**src/rtl/core/sha1_stream_hash_macros.svh**
```systemverilog
// Assertion macros for the streaming SHA-1 hasher.
// Used by the top level; expects signals named clk and rst in scope.
`ifndef SHA1_STREAM_HASH_MACROS_SVH
`define SHA1_STREAM_HASH_MACROS_SVH
`ifndef SYNTHESIS
`define SHA1S_ASSERT(label, prop, msg) \
  label: assert property (@(posedge clk) disable iff (rst) prop) else $error(msg);
`define SHA1S_ASSERT_ALWAYS(label, prop, msg) \
  label: assert property (@(posedge clk) prop) else $error(msg);
`else
`define SHA1S_ASSERT(label, prop, msg)
`define SHA1S_ASSERT_ALWAYS(label, prop, msg)
`endif
`endif

```
**src/rtl/core/sha1s_pkg.sv**
```systemverilog
// Shared types and constants of the streaming SHA-1 hasher.
// No dependencies; every RTL module of the block uses it.
package sha1s_pkg;

  // One input transaction: a command and a message byte.
  typedef struct packed {
    logic       command;
    logic [7:0] data_byte;
  } in_item_t;

  // One output transaction: a digest word and its last-word mark.
  typedef struct packed {
    logic [31:0] digest_word;
    logic        last_word;
  } out_item_t;

  // Operation codes after classification by the front end.
  localparam logic OP_ABSORB = 1'b0;
  localparam logic OP_FINISH = 1'b1;

  typedef struct packed {
    logic       opcode;
    logic [7:0] data;
  } op_t;

  // Engine status seen by the top level.
  typedef struct packed {
    logic compressing;
    logic padding;
    logic emitting;
  } status_t;

  localparam int ROUNDS       = 80;
  localparam int DIGEST_WORDS = 5;

  localparam logic [5:0] FILL_LEN_START = 6'd56;
  localparam logic [5:0] FILL_LAST      = 6'd63;
  localparam logic [7:0] PAD_BYTE       = 8'h80;

  // Round constants, index 0 for rounds 0 to 19.
  localparam logic [3:0][31:0] K_ROUND = {
    32'hCA62C1D6, 32'h8F1BBCDC, 32'h6ED9EBA1, 32'h5A827999
  };

  // Initial chaining value, index 0 is H0.
  localparam logic [4:0][31:0] H_INIT = {
    32'hC3D2E1F0, 32'h10325476, 32'h98BADCFE, 32'hEFCDAB89, 32'h67452301
  };

endpackage

```
**src/rtl/core/sha1s_front.sv**
```systemverilog
// Front end of the SHA-1 hasher: input register and command classification.
// Depends on sha1s_pkg.
module sha1s_front (
  input  logic                clk,
  input  logic                rst,
  input  logic                item_valid,
  output logic                item_stall,
  input  sha1s_pkg::in_item_t item,
  output logic                push_valid,
  output sha1s_pkg::op_t      push_op,
  input  logic                queue_full
);

  logic           held_valid;
  sha1s_pkg::op_t held_op;
  sha1s_pkg::op_t classified;

  always_comb begin
    if (item.command) begin
      classified.opcode = sha1s_pkg::OP_FINISH;
      classified.data   = 8'h00;
    end else begin
      classified.opcode = sha1s_pkg::OP_ABSORB;
      classified.data   = item.data_byte;
    end
  end

  // The held transaction moves on whenever the queue has room.
  assign item_stall = held_valid && queue_full;
  assign push_valid = held_valid && !queue_full;
  assign push_op    = held_op;

  always_ff @(posedge clk) begin
    if (rst) begin
      held_valid <= 1'b0;
    end else if (item_valid && !item_stall) begin
      held_valid <= 1'b1;
    end else if (push_valid) begin
      held_valid <= 1'b0;
    end
  end

  always_ff @(posedge clk) begin
    if (item_valid && !item_stall) begin
      held_op <= classified;
    end
  end

endmodule

```
**src/rtl/core/sha1s_queue.sv**
```systemverilog
// Small first-in first-out queue of classified operations.
// Depends on sha1s_pkg.
module sha1s_queue #(
  parameter int DEPTH_LOG2 = 2
) (
  input  logic           clk,
  input  logic           rst,
  input  logic           push_valid,
  input  sha1s_pkg::op_t push_op,
  output logic           full,
  output logic           pop_valid,
  output sha1s_pkg::op_t pop_op,
  input  logic           pop_take
);

  localparam int DEPTH = 1 << DEPTH_LOG2;

  sha1s_pkg::op_t              entries [DEPTH];
  logic [DEPTH_LOG2-1:0]       wr_ptr;
  logic [DEPTH_LOG2-1:0]       rd_ptr;
  logic [DEPTH_LOG2:0]         count;
  logic                        do_push;
  logic                        do_pop;

  assign full      = (count == (DEPTH_LOG2 + 1)'(DEPTH));
  assign pop_valid = (count != '0);
  assign pop_op    = entries[rd_ptr];
  assign do_push   = push_valid && !full;
  assign do_pop    = pop_take && pop_valid;

  always_ff @(posedge clk) begin
    if (rst) begin
      wr_ptr <= '0;
      rd_ptr <= '0;
      count  <= '0;
    end else begin
      if (do_push) begin
        wr_ptr <= wr_ptr + 1'b1;
      end
      if (do_pop) begin
        rd_ptr <= rd_ptr + 1'b1;
      end
      if (do_push && !do_pop) begin
        count <= count + 1'b1;
      end else if (do_pop && !do_push) begin
        count <= count - 1'b1;
      end
    end
  end

  always_ff @(posedge clk) begin
    if (do_push) begin
      entries[wr_ptr] <= push_op;
    end
  end

endmodule

```
**src/rtl/core/sha1s_engine.sv**
```systemverilog
// Back end of the SHA-1 hasher: block window, padding, round unit and digest output.
// Depends on sha1s_pkg.
module sha1s_engine (
  input  logic                 clk,
  input  logic                 rst,
  input  logic                 op_valid,
  input  sha1s_pkg::op_t       op,
  output logic                 op_take,
  output logic                 digest_valid,
  input  logic                 digest_stall,
  output sha1s_pkg::out_item_t digest,
  output sha1s_pkg::status_t   status
);

  localparam logic [2:0] ST_IDLE  = 3'd0;
  localparam logic [2:0] ST_PAD   = 3'd1;
  localparam logic [2:0] ST_ROUND = 3'd2;
  localparam logic [2:0] ST_FOLD  = 3'd3;
  localparam logic [2:0] ST_OUT   = 3'd4;

  localparam logic [6:0] ROUND_LAST = 7'(sha1s_pkg::ROUNDS - 1);
  localparam logic [2:0] WORD_LAST  = 3'(sha1s_pkg::DIGEST_WORDS - 1);

  logic [2:0]  state;
  logic [31:0] h [sha1s_pkg::DIGEST_WORDS];
  logic [31:0] a, b, c, d, e;
  logic [31:0] win [16];
  logic [6:0]  round;
  logic [5:0]  fill;
  logic [60:0] byte_count;
  logic [63:0] len_sr;
  logic        pad_first;
  logic        len_active;
  logic        pad_active;
  logic        final_blk;
  logic [2:0]  word_idx;

  logic        len_mode;
  logic        shift_en;
  logic [7:0]  shift_byte;
  logic        start_block;
  logic [31:0] f_val;
  logic [31:0] k_val;
  logic [31:0] t_val;
  logic [31:0] w_new;
  logic        out_fire;

  function automatic logic [31:0] w_xor_rot(input logic [31:0] x);
    return {x[30:0], x[31]};
  endfunction

  // Padding byte: 0x80 first, then zeros, then the bit length from byte 56 on.
  assign len_mode = !pad_first && ((fill == sha1s_pkg::FILL_LEN_START) || len_active);

  always_comb begin
    shift_en    = 1'b0;
    shift_byte  = 8'h00;
    start_block = 1'b0;
    op_take     = 1'b0;
    unique case (state)
      ST_IDLE: begin
        op_take = op_valid;
        if (op_valid && (op.opcode == sha1s_pkg::OP_ABSORB)) begin
          shift_en    = 1'b1;
          shift_byte  = op.data;
          start_block = (fill == sha1s_pkg::FILL_LAST);
        end
      end
      ST_PAD: begin
        shift_en    = 1'b1;
        start_block = (fill == sha1s_pkg::FILL_LAST);
        if (pad_first) begin
          shift_byte = sha1s_pkg::PAD_BYTE;
        end else if (len_mode) begin
          shift_byte = len_sr[63:56];
        end else begin
          shift_byte = 8'h00;
        end
      end
      ST_ROUND, ST_FOLD, ST_OUT: begin
      end
      default: begin
      end
    endcase
  end

  always_comb begin
    if (round < 7'd20) begin
      f_val = (b & c) | (~b & d);
      k_val = sha1s_pkg::K_ROUND[0];
    end else if (round < 7'd40) begin
      f_val = b ^ c ^ d;
      k_val = sha1s_pkg::K_ROUND[1];
    end else if (round < 7'd60) begin
      f_val = (b & c) | (b & d) | (c & d);
      k_val = sha1s_pkg::K_ROUND[2];
    end else begin
      f_val = b ^ c ^ d;
      k_val = sha1s_pkg::K_ROUND[3];
    end
  end

  assign t_val = {a[26:0], a[31:27]} + f_val + e + k_val + win[0];
  assign w_new = {w_xor_rot(win[13] ^ win[8] ^ win[2] ^ win[0])};

  assign out_fire     = (state == ST_OUT) && !digest_stall;
  assign digest_valid = (state == ST_OUT);
  assign digest.digest_word = h[word_idx];
  assign digest.last_word   = (word_idx == WORD_LAST);

  assign status.compressing = (state == ST_ROUND) || (state == ST_FOLD);
  assign status.padding     = (state == ST_PAD);
  assign status.emitting    = (state == ST_OUT);

  // Control state and chaining value.
  always_ff @(posedge clk) begin
    if (rst) begin
      state      <= ST_IDLE;
      round      <= '0;
      fill       <= '0;
      byte_count <= '0;
      pad_first  <= 1'b0;
      len_active <= 1'b0;
      pad_active <= 1'b0;
      final_blk  <= 1'b0;
      word_idx   <= '0;
      for (int i = 0; i < sha1s_pkg::DIGEST_WORDS; i++) begin
        h[i] <= sha1s_pkg::H_INIT[i];
      end
    end else begin
      if (shift_en) begin
        fill <= fill + 1'b1;
      end
      unique case (state)
        ST_IDLE: begin
          if (op_valid) begin
            if (op.opcode == sha1s_pkg::OP_ABSORB) begin
              byte_count <= byte_count + 1'b1;
              if (start_block) begin
                state <= ST_ROUND;
                round <= '0;
              end
            end else begin
              pad_first  <= 1'b1;
              len_active <= 1'b0;
              pad_active <= 1'b1;
              state      <= ST_PAD;
            end
          end
        end
        ST_PAD: begin
          pad_first <= 1'b0;
          if (len_mode) begin
            len_active <= 1'b1;
          end
          if (start_block) begin
            final_blk <= len_mode;
            if (len_mode) begin
              pad_active <= 1'b0;
            end
            state <= ST_ROUND;
            round <= '0;
          end
        end
        ST_ROUND: begin
          round <= round + 1'b1;
          if (round == ROUND_LAST) begin
            state <= ST_FOLD;
          end
        end
        ST_FOLD: begin
          h[0] <= h[0] + a;
          h[1] <= h[1] + b;
          h[2] <= h[2] + c;
          h[3] <= h[3] + d;
          h[4] <= h[4] + e;
          if (final_blk) begin
            state    <= ST_OUT;
            word_idx <= '0;
          end else if (pad_active) begin
            state <= ST_PAD;
          end else begin
            state <= ST_IDLE;
          end
        end
        ST_OUT: begin
          if (out_fire) begin
            if (word_idx == WORD_LAST) begin
              state      <= ST_IDLE;
              final_blk  <= 1'b0;
              byte_count <= '0;
              fill       <= '0;
              for (int i = 0; i < sha1s_pkg::DIGEST_WORDS; i++) begin
                h[i] <= sha1s_pkg::H_INIT[i];
              end
            end else begin
              word_idx <= word_idx + 1'b1;
            end
          end
        end
        default: begin
          state <= ST_IDLE;
        end
      endcase
    end
  end

  // Datapath: message window, working variables and length shifter.
  always_ff @(posedge clk) begin
    if (shift_en) begin
      for (int i = 0; i < 15; i++) begin
        win[i] <= {win[i][23:0], win[i+1][31:24]};
      end
      win[15] <= {win[15][23:0], shift_byte};
    end else if (state == ST_ROUND) begin
      for (int i = 0; i < 15; i++) begin
        win[i] <= win[i+1];
      end
      win[15] <= w_new;
    end

    if (start_block) begin
      a <= h[0];
      b <= h[1];
      c <= h[2];
      d <= h[3];
      e <= h[4];
    end else if (state == ST_ROUND) begin
      a <= t_val;
      b <= a;
      c <= {b[1:0], b[31:2]};
      d <= c;
      e <= d;
    end

    if ((state == ST_IDLE) && op_valid && (op.opcode == sha1s_pkg::OP_FINISH)) begin
      len_sr <= {byte_count, 3'b000};
    end else if ((state == ST_PAD) && len_mode) begin
      len_sr <= {len_sr[55:0], 8'h00};
    end
  end

endmodule

```
**src/rtl/core/sha1_stream_hash.sv**
```systemverilog
// Streaming SHA-1 hasher. Each input transaction either absorbs one message
// byte (command 0) or finishes the message (command 1); a finish produces five
// output transactions carrying the digest words H0 to H4, the fifth marked by
// last_word, after which the hasher is back at its initial state for the next
// message. A front register and a small queue take input transactions while
// the back end is compressing or while the digest waits at the output. In the
// back end each full 64-byte block goes through the single round unit (80
// rounds, then a fold of the result into the chaining value), and no byte is
// absorbed meanwhile. A finish pads up to the end of the last block, byte by
// byte, compresses each padded block (one or two of them), and then offers the
// five digest words, one per cycle when the receiver does not stall. The queue
// depth is 2 to the power of QUEUE_DEPTH_LOG2 entries.
`include "sha1_stream_hash_macros.svh"

module sha1_stream_hash #(
  parameter int QUEUE_DEPTH_LOG2 = 2
) (
  input  logic                 clk,
  input  logic                 rst,
  input  logic                 item_valid,
  output logic                 item_stall,
  input  sha1s_pkg::in_item_t  item,
  output logic                 digest_valid,
  input  logic                 digest_stall,
  output sha1s_pkg::out_item_t digest
);

  // Classified operations travel from the front register into the queue.
  logic               push_valid;
  sha1s_pkg::op_t     push_op;
  logic               queue_full;

  // The engine pulls operations from the queue head when it is idle.
  logic               pop_valid;
  sha1s_pkg::op_t     pop_op;
  logic               pop_take;
  sha1s_pkg::status_t status;

  sha1s_front u_front (
    .clk        (clk),
    .rst        (rst),
    .item_valid (item_valid),
    .item_stall (item_stall),
    .item       (item),
    .push_valid (push_valid),
    .push_op    (push_op),
    .queue_full (queue_full)
  );

  sha1s_queue #(
    .DEPTH_LOG2 (QUEUE_DEPTH_LOG2)
  ) u_queue (
    .clk        (clk),
    .rst        (rst),
    .push_valid (push_valid),
    .push_op    (push_op),
    .full       (queue_full),
    .pop_valid  (pop_valid),
    .pop_op     (pop_op),
    .pop_take   (pop_take)
  );

  sha1s_engine u_engine (
    .clk          (clk),
    .rst          (rst),
    .op_valid     (pop_valid),
    .op           (pop_op),
    .op_take      (pop_take),
    .digest_valid (digest_valid),
    .digest_stall (digest_stall),
    .digest       (digest),
    .status       (status)
  );

  // No digest word is offered in the cycle after a reset.
  `SHA1S_ASSERT_ALWAYS(a_no_digest_after_reset, rst |=> !digest_valid, "digest valid after reset")
  // Once the last digest word is taken, the engine returns to idle.
  `SHA1S_ASSERT(a_idle_after_last, (digest_valid && !digest_stall && digest.last_word) |=> !digest_valid, "digest valid after last word")
  // The round unit and the output never run at the same time.
  `SHA1S_ASSERT(a_no_digest_while_compressing, status.compressing |-> !digest_valid, "digest offered during compression")
  // The engine is in at most one of its working phases.
  `SHA1S_ASSERT(a_single_phase, $onehot0({status.compressing, status.padding, status.emitting}), "engine in more than one phase")

endmodule

```
**config.mk**
```make
export PLATFORM = sky130hd
export DESIGN_NAME = sha1_stream_hash
export DESIGN_NICKNAME = d
export VERILOG_FILES = /design/src/rtl/core/sha1s_pkg.sv /design/src/rtl/core/sha1s_front.sv /design/src/rtl/core/sha1s_queue.sv /design/src/rtl/core/sha1s_engine.sv /design/src/rtl/core/sha1_stream_hash.sv
export VERILOG_INCLUDE_DIRS = /design/src /design/src/rtl/core
export SDC_FILE = /design/constraint.sdc
export NUM_CORES = 2
export LEC_CHECK = 0
export ABC_AREA = 1
export BUFFER_PORTS_ARGS = -buffer_cell sky130_fd_sc_hd__buf_2
export CORE_ASPECT_RATIO = 0.8
export CORE_MARGIN = 2
export CORE_UTILIZATION = 40
export DETAILED_ROUTE_END_ITERATION = 7
export SYNTH_ARGS = -nofsm -noshare
export SYNTH_HDL_FRONTEND = slang
export SYNTH_SLANG_ARGS = --single-unit
export TNS_END_PERCENT = 10
```
**constraint.sdc**
```tcl
create_clock -name clk -period 13.9 [get_ports clk]
set_clock_uncertainty 0.05 [all_clocks]
set_input_delay 1.39 -clock clk [delete_from_list [all_inputs] [get_ports clk]]
set_output_delay 1.39 -clock clk [all_outputs]
set_load 0.02 [all_outputs]
```
### Yosys cells after proc, flatten, opt, wreduce, memory -nomap -nowiden

Memories as Yosys holds them, arrays and structs flattened. A register that Yosys moved wholly into a read port is not among the register bits.
Cells that the tools add are included.
W data, S select, Z words.

| storage, ports and cells | value |
|---|---|
| RAM bits | 708 |
| input port bits | 13 |
| flip-flop bits (word level) | 322 |
| memories kept | 3 |
| logic and storage cells | 261 |

| operators by class | value |
|---|---|
| equality and inequality tests | 19 |
| reduce and logical (&&, ||, !) cells | 39 |
| bitwise operators | 40 |
| multiplexer cells | 119 |
| add/sub/neg operators | 17 |
| order comparisons | 3 |

Memories:

| memory | depth | bits a word | rd ports | clocked after Yosys merged registers in | wr ports | line | RTL |
|---|---|---|---|---|---|---|---|
| u_engine.win | 16 | 32 | 16 | 0 | 16 | sha1s_engine.sv:27 | `logic [31:0] win [16];` |
| u_engine.h | 5 | 32 | 6 | 1 | 5 | sha1s_engine.sv:25 | `logic [31:0] h [sha1s_pkg::DIGEST_WORDS];` |
| u_queue.entries | 4 | 9 | 1 | 1 | 1 | sha1s_queue.sv:18 | `sha1s_pkg::op_t entries [DEPTH];` |

Operators with widths:

| cell | number |
|---|---|
| $mux W32 | 41 |
| $add A32 B32 Y32 | 9 |
| $mux W61 | 4 |
| $xor A32 B32 Y32 | 5 |
| $and A32 B32 Y32 | 4 |
| $mux W64 | 2 |
| $pmux W61 S2 | 1 |
| $or A32 B32 Y32 | 3 |
| $add A61 B1 Y61 const B | 1 |
| $mux W3 | 14 |
| $mux W1 | 33 |
| $not A32 Y32 | 1 |
| $mux W31 | 1 |
| $or A1 B1 Y1 | 26 |
| $mux W6 | 4 |
| $mux W8 | 3 |
| $mux W7 | 3 |
| $pmux W7 S3 | 1 |
| $ne A2 B1 Y1 const B | 8 |
| $pmux W8 S2 | 1 |
| $reduce_and A4 Y1 | 4 |
| $reduce_bool A2 Y1 | 8 |
| $pmux W3 S5 | 1 |
| $lt A7 B6 Y1 const B | 2 |
| 24 further kinds | 57 |

### Longest topological paths before layout

| depth | value |
|---|---|
| depth in word-level cells | 12 |
| gate-level depth with buffers | 28 |
| mapped depth without buffers | 27 |

### Cells and area by module

A second synthesis with hierarchy kept.

| second synthesis, totals | value |
|---|---|
| cells, all modules | 7179 |
| area total of the unflattened synthesis | 61252.5 sq um |

Modules (own cells, without submodules):

| module | instances | area an instance (sq um) | cells an instance |
|---|---|---|---|
| sha1s_engine | 1 | 58995.3 | 6990 |
| sha1s_queue | 1 | 1861.8 | 155 |
| sha1s_front | 1 | 395.4 | 34 |

### Least setup slack after synthesis

OpenSTA, ideal clock, no wires.

| timing | value |
|---|---|
| path type | flip-flop to flip-flop |
| start | register with a tool-made name |
| end | memory u_engine.win[0][0] (enable) |
| stages on the path, launching flop included | 10 |
| clock period less this slack | 13.293 ns |
| data required time | 10.186 ns |
| arrival time | 9.578 ns |
| slack | 0.607 ns |
| cell sequence | dfxtp_1 -> buf_4 -> inv_2 -> nor2_1 -> o21ai_2 -> o21ai_4 -> inv_2 -> buf_2 -> buf_2 -> nand2_1 |

RTL lines:

| element | line |
|---|---|
| end, declared | sha1s_engine.sv:27 |

### Worst setup path in the final report

| timing | value |
|---|---|
| start | register u_engine.round[6] |
| end | register u_engine.a[30], data pin |

| on the way | value |
|---|---|
| longest elaborated chain between the ends | 10 |
| elaborated cells on any way between the ends | 15 |

Ends and longest elaborated chain:

| element | line | RTL |
|---|---|---|
| start, declared | sha1s_engine.sv:28 | `logic [6:0] round;` |
| start signal, assigned | sha1s_engine.sv:166 | `round <= round + 1'b1;` |
| $lt A7 B6 Y1 | sha1s_engine.sv:94 | `end else if (round < 7'd60) begin` |
| $mux W32 | sha1s_engine.sv:94 |  |
| $mux W32 | sha1s_engine.sv:91 | `end else if (round < 7'd40) begin` |
| $mux W32 | sha1s_engine.sv:88 | `if (round < 7'd20) begin` |
| $add A32 B32 Y32 (2 in series) | sha1s_engine.sv:103 | `assign t_val = {a[26:0], a[31:27]} + f_val + e + k_val + win[0];` |
| $add A32 B32 Y32 (*) (2 in series) | sha1s_engine.sv:103 |  |
| $mux W32 (*) | sha1s_engine.sv:228 | `end else if (state == ST_ROUND) begin` |
| $mux W32 (*) | sha1s_engine.sv:222 | `if (start_block) begin` |
| end signal, assigned | sha1s_engine.sv:223 | `a <= h[0];` |
| end signal, assigned | sha1s_engine.sv:229 | `a <= t_val;` |
| end, declared | sha1s_engine.sv:26 | `logic [31:0] a, b, c, d, e;` |

Every way passes the cells marked *; elsewhere a longest branch is shown, timed or not. The select of a mux whose other input is x is not followed.
A chain may end at the register's enable or synchronous reset.

==> results.md <==
* Hold Crit Start: u_engine.pad_active
* Final wirelength at 214000 um
* Synth Cell Area at 0.0620 mm^2
* Die area at 0.158 mm^2
* Core region area at 0.154 mm^2
* DP Wirelength at 163000 um
* Vias/cell at 5.43
* Number of global-route vias before repair at 47912
* Synth-to-layout area growth at 9.28%
* First-pass GRT wire length at 314000 um
* DR WL met2 at 82700 um
* Commonest non-fill, non-tap cells in the layout: nand2_1, edfxtp_1, inv_1
* Initial Util at 40.2%
* Most numerous cell on the critical path: nand2_1
* CTS max path bufs at 3
* Unrepaired setup endpoints after global routing: false
* Die X at 444 um
* Worst slew pin tran at 1.17 ns
* Row Count at 129
* Max-slew violations at 0
* FFs w/ async S/R, synth at 0%
* Design area at 0.0677 mm^2
* Pint at 8.72 mW
* R2R depth at 25
* Setup TNS at 0 ns
* Register area share after synthesis at 48.6%
* H-tree lvl count at 3
* Worst path max stage delay at 0.77 ns
* Global Route Usage Sum at 26.6%
* Post-Route M1 WL at 103000 um
* Initial DRC Count at 6202
* Clk pin slew, worst setup/hold paths at 0.06 ns
* Startpoint class of the critical path: flip-flop
* Sw power at 6.02 mW
* Worst-path maximum fanout at 20
* Max Freq at 143 MHz
* Peak supply drop at 0.163 mV
* WHS Path Cells at 2
* Sw frac at 40.8%
* Io pins at 48
* Mean Syn Cell Area at 8.28 um^2
* Pre-CTS setup slack at 7.15 ns
* Number of clock sinks at 1035
* Final setup fails at 0
* # fillers at 15387
* Combinational Power Share at 38.8%
* Fin worst setup slack at 6.89 ns
* Routed vias at 51965
* Post-Syn Instances at 7483
* Register Area at 0.0301 mm^2
* Skew-Pair Late Insertion Delay at 0.79 ns
* Syn nets at 7827
* # hold bufs at CTS at 0
* Share of post-route cells with drive strength above 1 at 4.17%
* Crit-path leading delay family: simple AND/OR/NAND/NOR gates
* Total gr overflow at 0
* Drt wl/cell at 22.3 um
* CTS buffer count at 111
* Status: completed
* Port bufs at 47
* Critical Path RT at 14.37 ns
* Pin count of the biggest net entering global routing at 118
* Crit path max-delay cell type: clkinv_1
* Dominant synthesized flop cell: edfxtp_1
* Fin crit share at 50.4%
* Initial DRT Pass Iterations at 6
* Max-Cap Viols at 0
* End of the worst hold path: u_engine.pad_active
* Clock power share at 21.0%
* Root Buffer: clkbuf_16
* Critical path buffer and inverter count at 5
* CP Class: flip-flop to flip-flop
* Cts repair resizes at 0
* Reg-to-reg endpoint: u_engine.a[30]
* Origin of the critical flop-to-flop path: u_engine.round[6]
* Endpoints failing hold at 0
* Synthesis warning total at 0
* Initial antenna violation count at 7
* Yosys reg bits at 1035
* Part of the power in registers at 40.2%
* Pwr/cell area at 218 mW/mm^2
* R2R Setup Slk at 6.89 ns
* Slew Limit Headroom at 21.8%
* CP Capture Type: flip-flop
* Multi-input logic area at 0.0276 mm^2
* Leak Pwr at 27.8 nW
* CTS tree: yes
* Dpl cell area at 0.0640 mm^2
* Final min period at 7.01 ns
* Top Metal Used: met5
* Die Height at 356 um
* RD Place Congestion at 1.02
* DRT antenna net count at 0
* DRC at 0
* Postcts setup bufs at 0
* Post-synth EDFFs at 938
* Fin nets at 7790
* Crit path arrival time at 7.48 ns
* Hold Crit Class: flip-flop to flip-flop
* Synth cell types at 49
* Most common cell after layout, fill and taps aside: nand2_1
* Met3 WL at 22100 um
## Yosys cell counts, types with 14 or more instances
master    count  share of area (%)
or2_2        19               0.19
nand3_1     304                2.5
edfxtp_1    938                 45
nor3_1       61               0.49
nand2_1    2463                 15
a21oi_1     356                2.9
fa_1        120                3.9
dfxtp_1      97                3.1
clkbuf_1    126               0.76
inv_1       836                5.1
o21a_1       29               0.35
a21o_1       26               0.31
nor2_1      693                4.2
buf_6        15               0.27
o21ai_0     541                4.4
nor4_1       14               0.14
buf_2        83               0.67
o21ai_1      88               0.71
nand4_1      93               0.94
xor2_1       26               0.37
a31oi_1      43               0.43
o22ai_1      16               0.16
o21bai_1     36               0.44
xnor2_1     126                1.8
ha_1        211                4.3
## sequential cells by signal, indices dropped and copies added (netlist names), named ones only
name and cells:
u_engine.win 512, u_engine.len_sr 61, u_engine.b 32, u_engine.round 7, u_queue.rd_ptr 2, u_engine.e 32
u_engine.word_idx 3, u_engine.d 32, u_front.held_valid 1, u_engine.h 160, u_engine.a 32, u_engine.pad_active 1
u_front.push_op 9, u_engine.fill 6, u_engine.pad_first 1, u_engine.len_active 1, u_queue.entries 36, u_engine.byte_count 61
u_queue.count 3, u_engine.c 32, u_engine.state 3, u_queue.wr_ptr 2, u_engine.final_blk 1
## power groups by stage
stage               clock network [mW]  registers [mW]  logic, mW
floorplan                            0            5.79       3.47
detailed placement                   0            5.98       5.70
CTS                               3.15            5.93       5.73
global route                      3.26            6.04       6.47
finish                            3.10            5.93       5.71
global placement                     0            5.96       5.65
## cell families after synthesis
kind of cell	count (synthesis)	synth area share (%)
flip-flops	1035	48.6
AND/OR/NAND/NOR	3689	23.8
XOR/XNOR	152	2.15
buffers and inverters	1094	7.02
AO/OA/AOI/OAI	1182	10.3
adder cells (fa/ha/maj)	331	8.14
## worst register-to-register path, delay by kind of cell (launching register included)
family / cells / cell delay [ns]
AO/OA/AOI/OAI: 2 / 1.06
adder cells (fa/ha/maj): 4 / 1.50
buffers and inverters: 5 / 1.20
flip-flops: 1 / 0.32
AND/OR/NAND/NOR: 14 / 2.65
## how the worst max path moves through the flow
stage | start | endpoint | depth (start not counted)
after floorplan | flip-flop | u_engine.win[0][0] | 9
after global placement | u_engine.round[6] | u_engine.a[26] | 23
after detailed placement | u_engine.round[6] | u_engine.a[26] | 23
after CTS | u_engine.round[6] | u_engine.a[26] | 23
after global routing | u_engine.round[6] | u_engine.a[30] | 25
final | u_engine.round[6] | u_engine.a[30] | 25
## area by class of cell
class	instances	share of cell area [%]
Clock buffer	136	4.27
Timing Repair Buffer	93	0.857
Multi-Input combinational cell	5354	40.7
Clock inverter	68	1.20
Tap cell	2030	3.75
Sequential cell	1035	44.5
Inverter	851	4.74
Antenna cell	2	0.00739
## stage by stage
step	std cells	utilization [%]	power (mW)	hold slack [ns]
6_report	9569	43.9	14.7	0.411
5_1_grt	9567	43.9	15.8	0.445
4_1_cts	9567	43.9	14.8	0.417
3_5_place_dp	9363	41.5	11.7	0.408
3_3_place_gp	9363	41.5	11.6	0.401
2_1_floorplan	7483	-	9.26	0.386
## routing by layer
metal  vias up  track usage [%]
met5         -                0
met4         4             6.55
met3       289             7.53
met2      2063             35.7
met1     25004             41.5
li1      24605                -
Power figures use the tool's default switching activity.
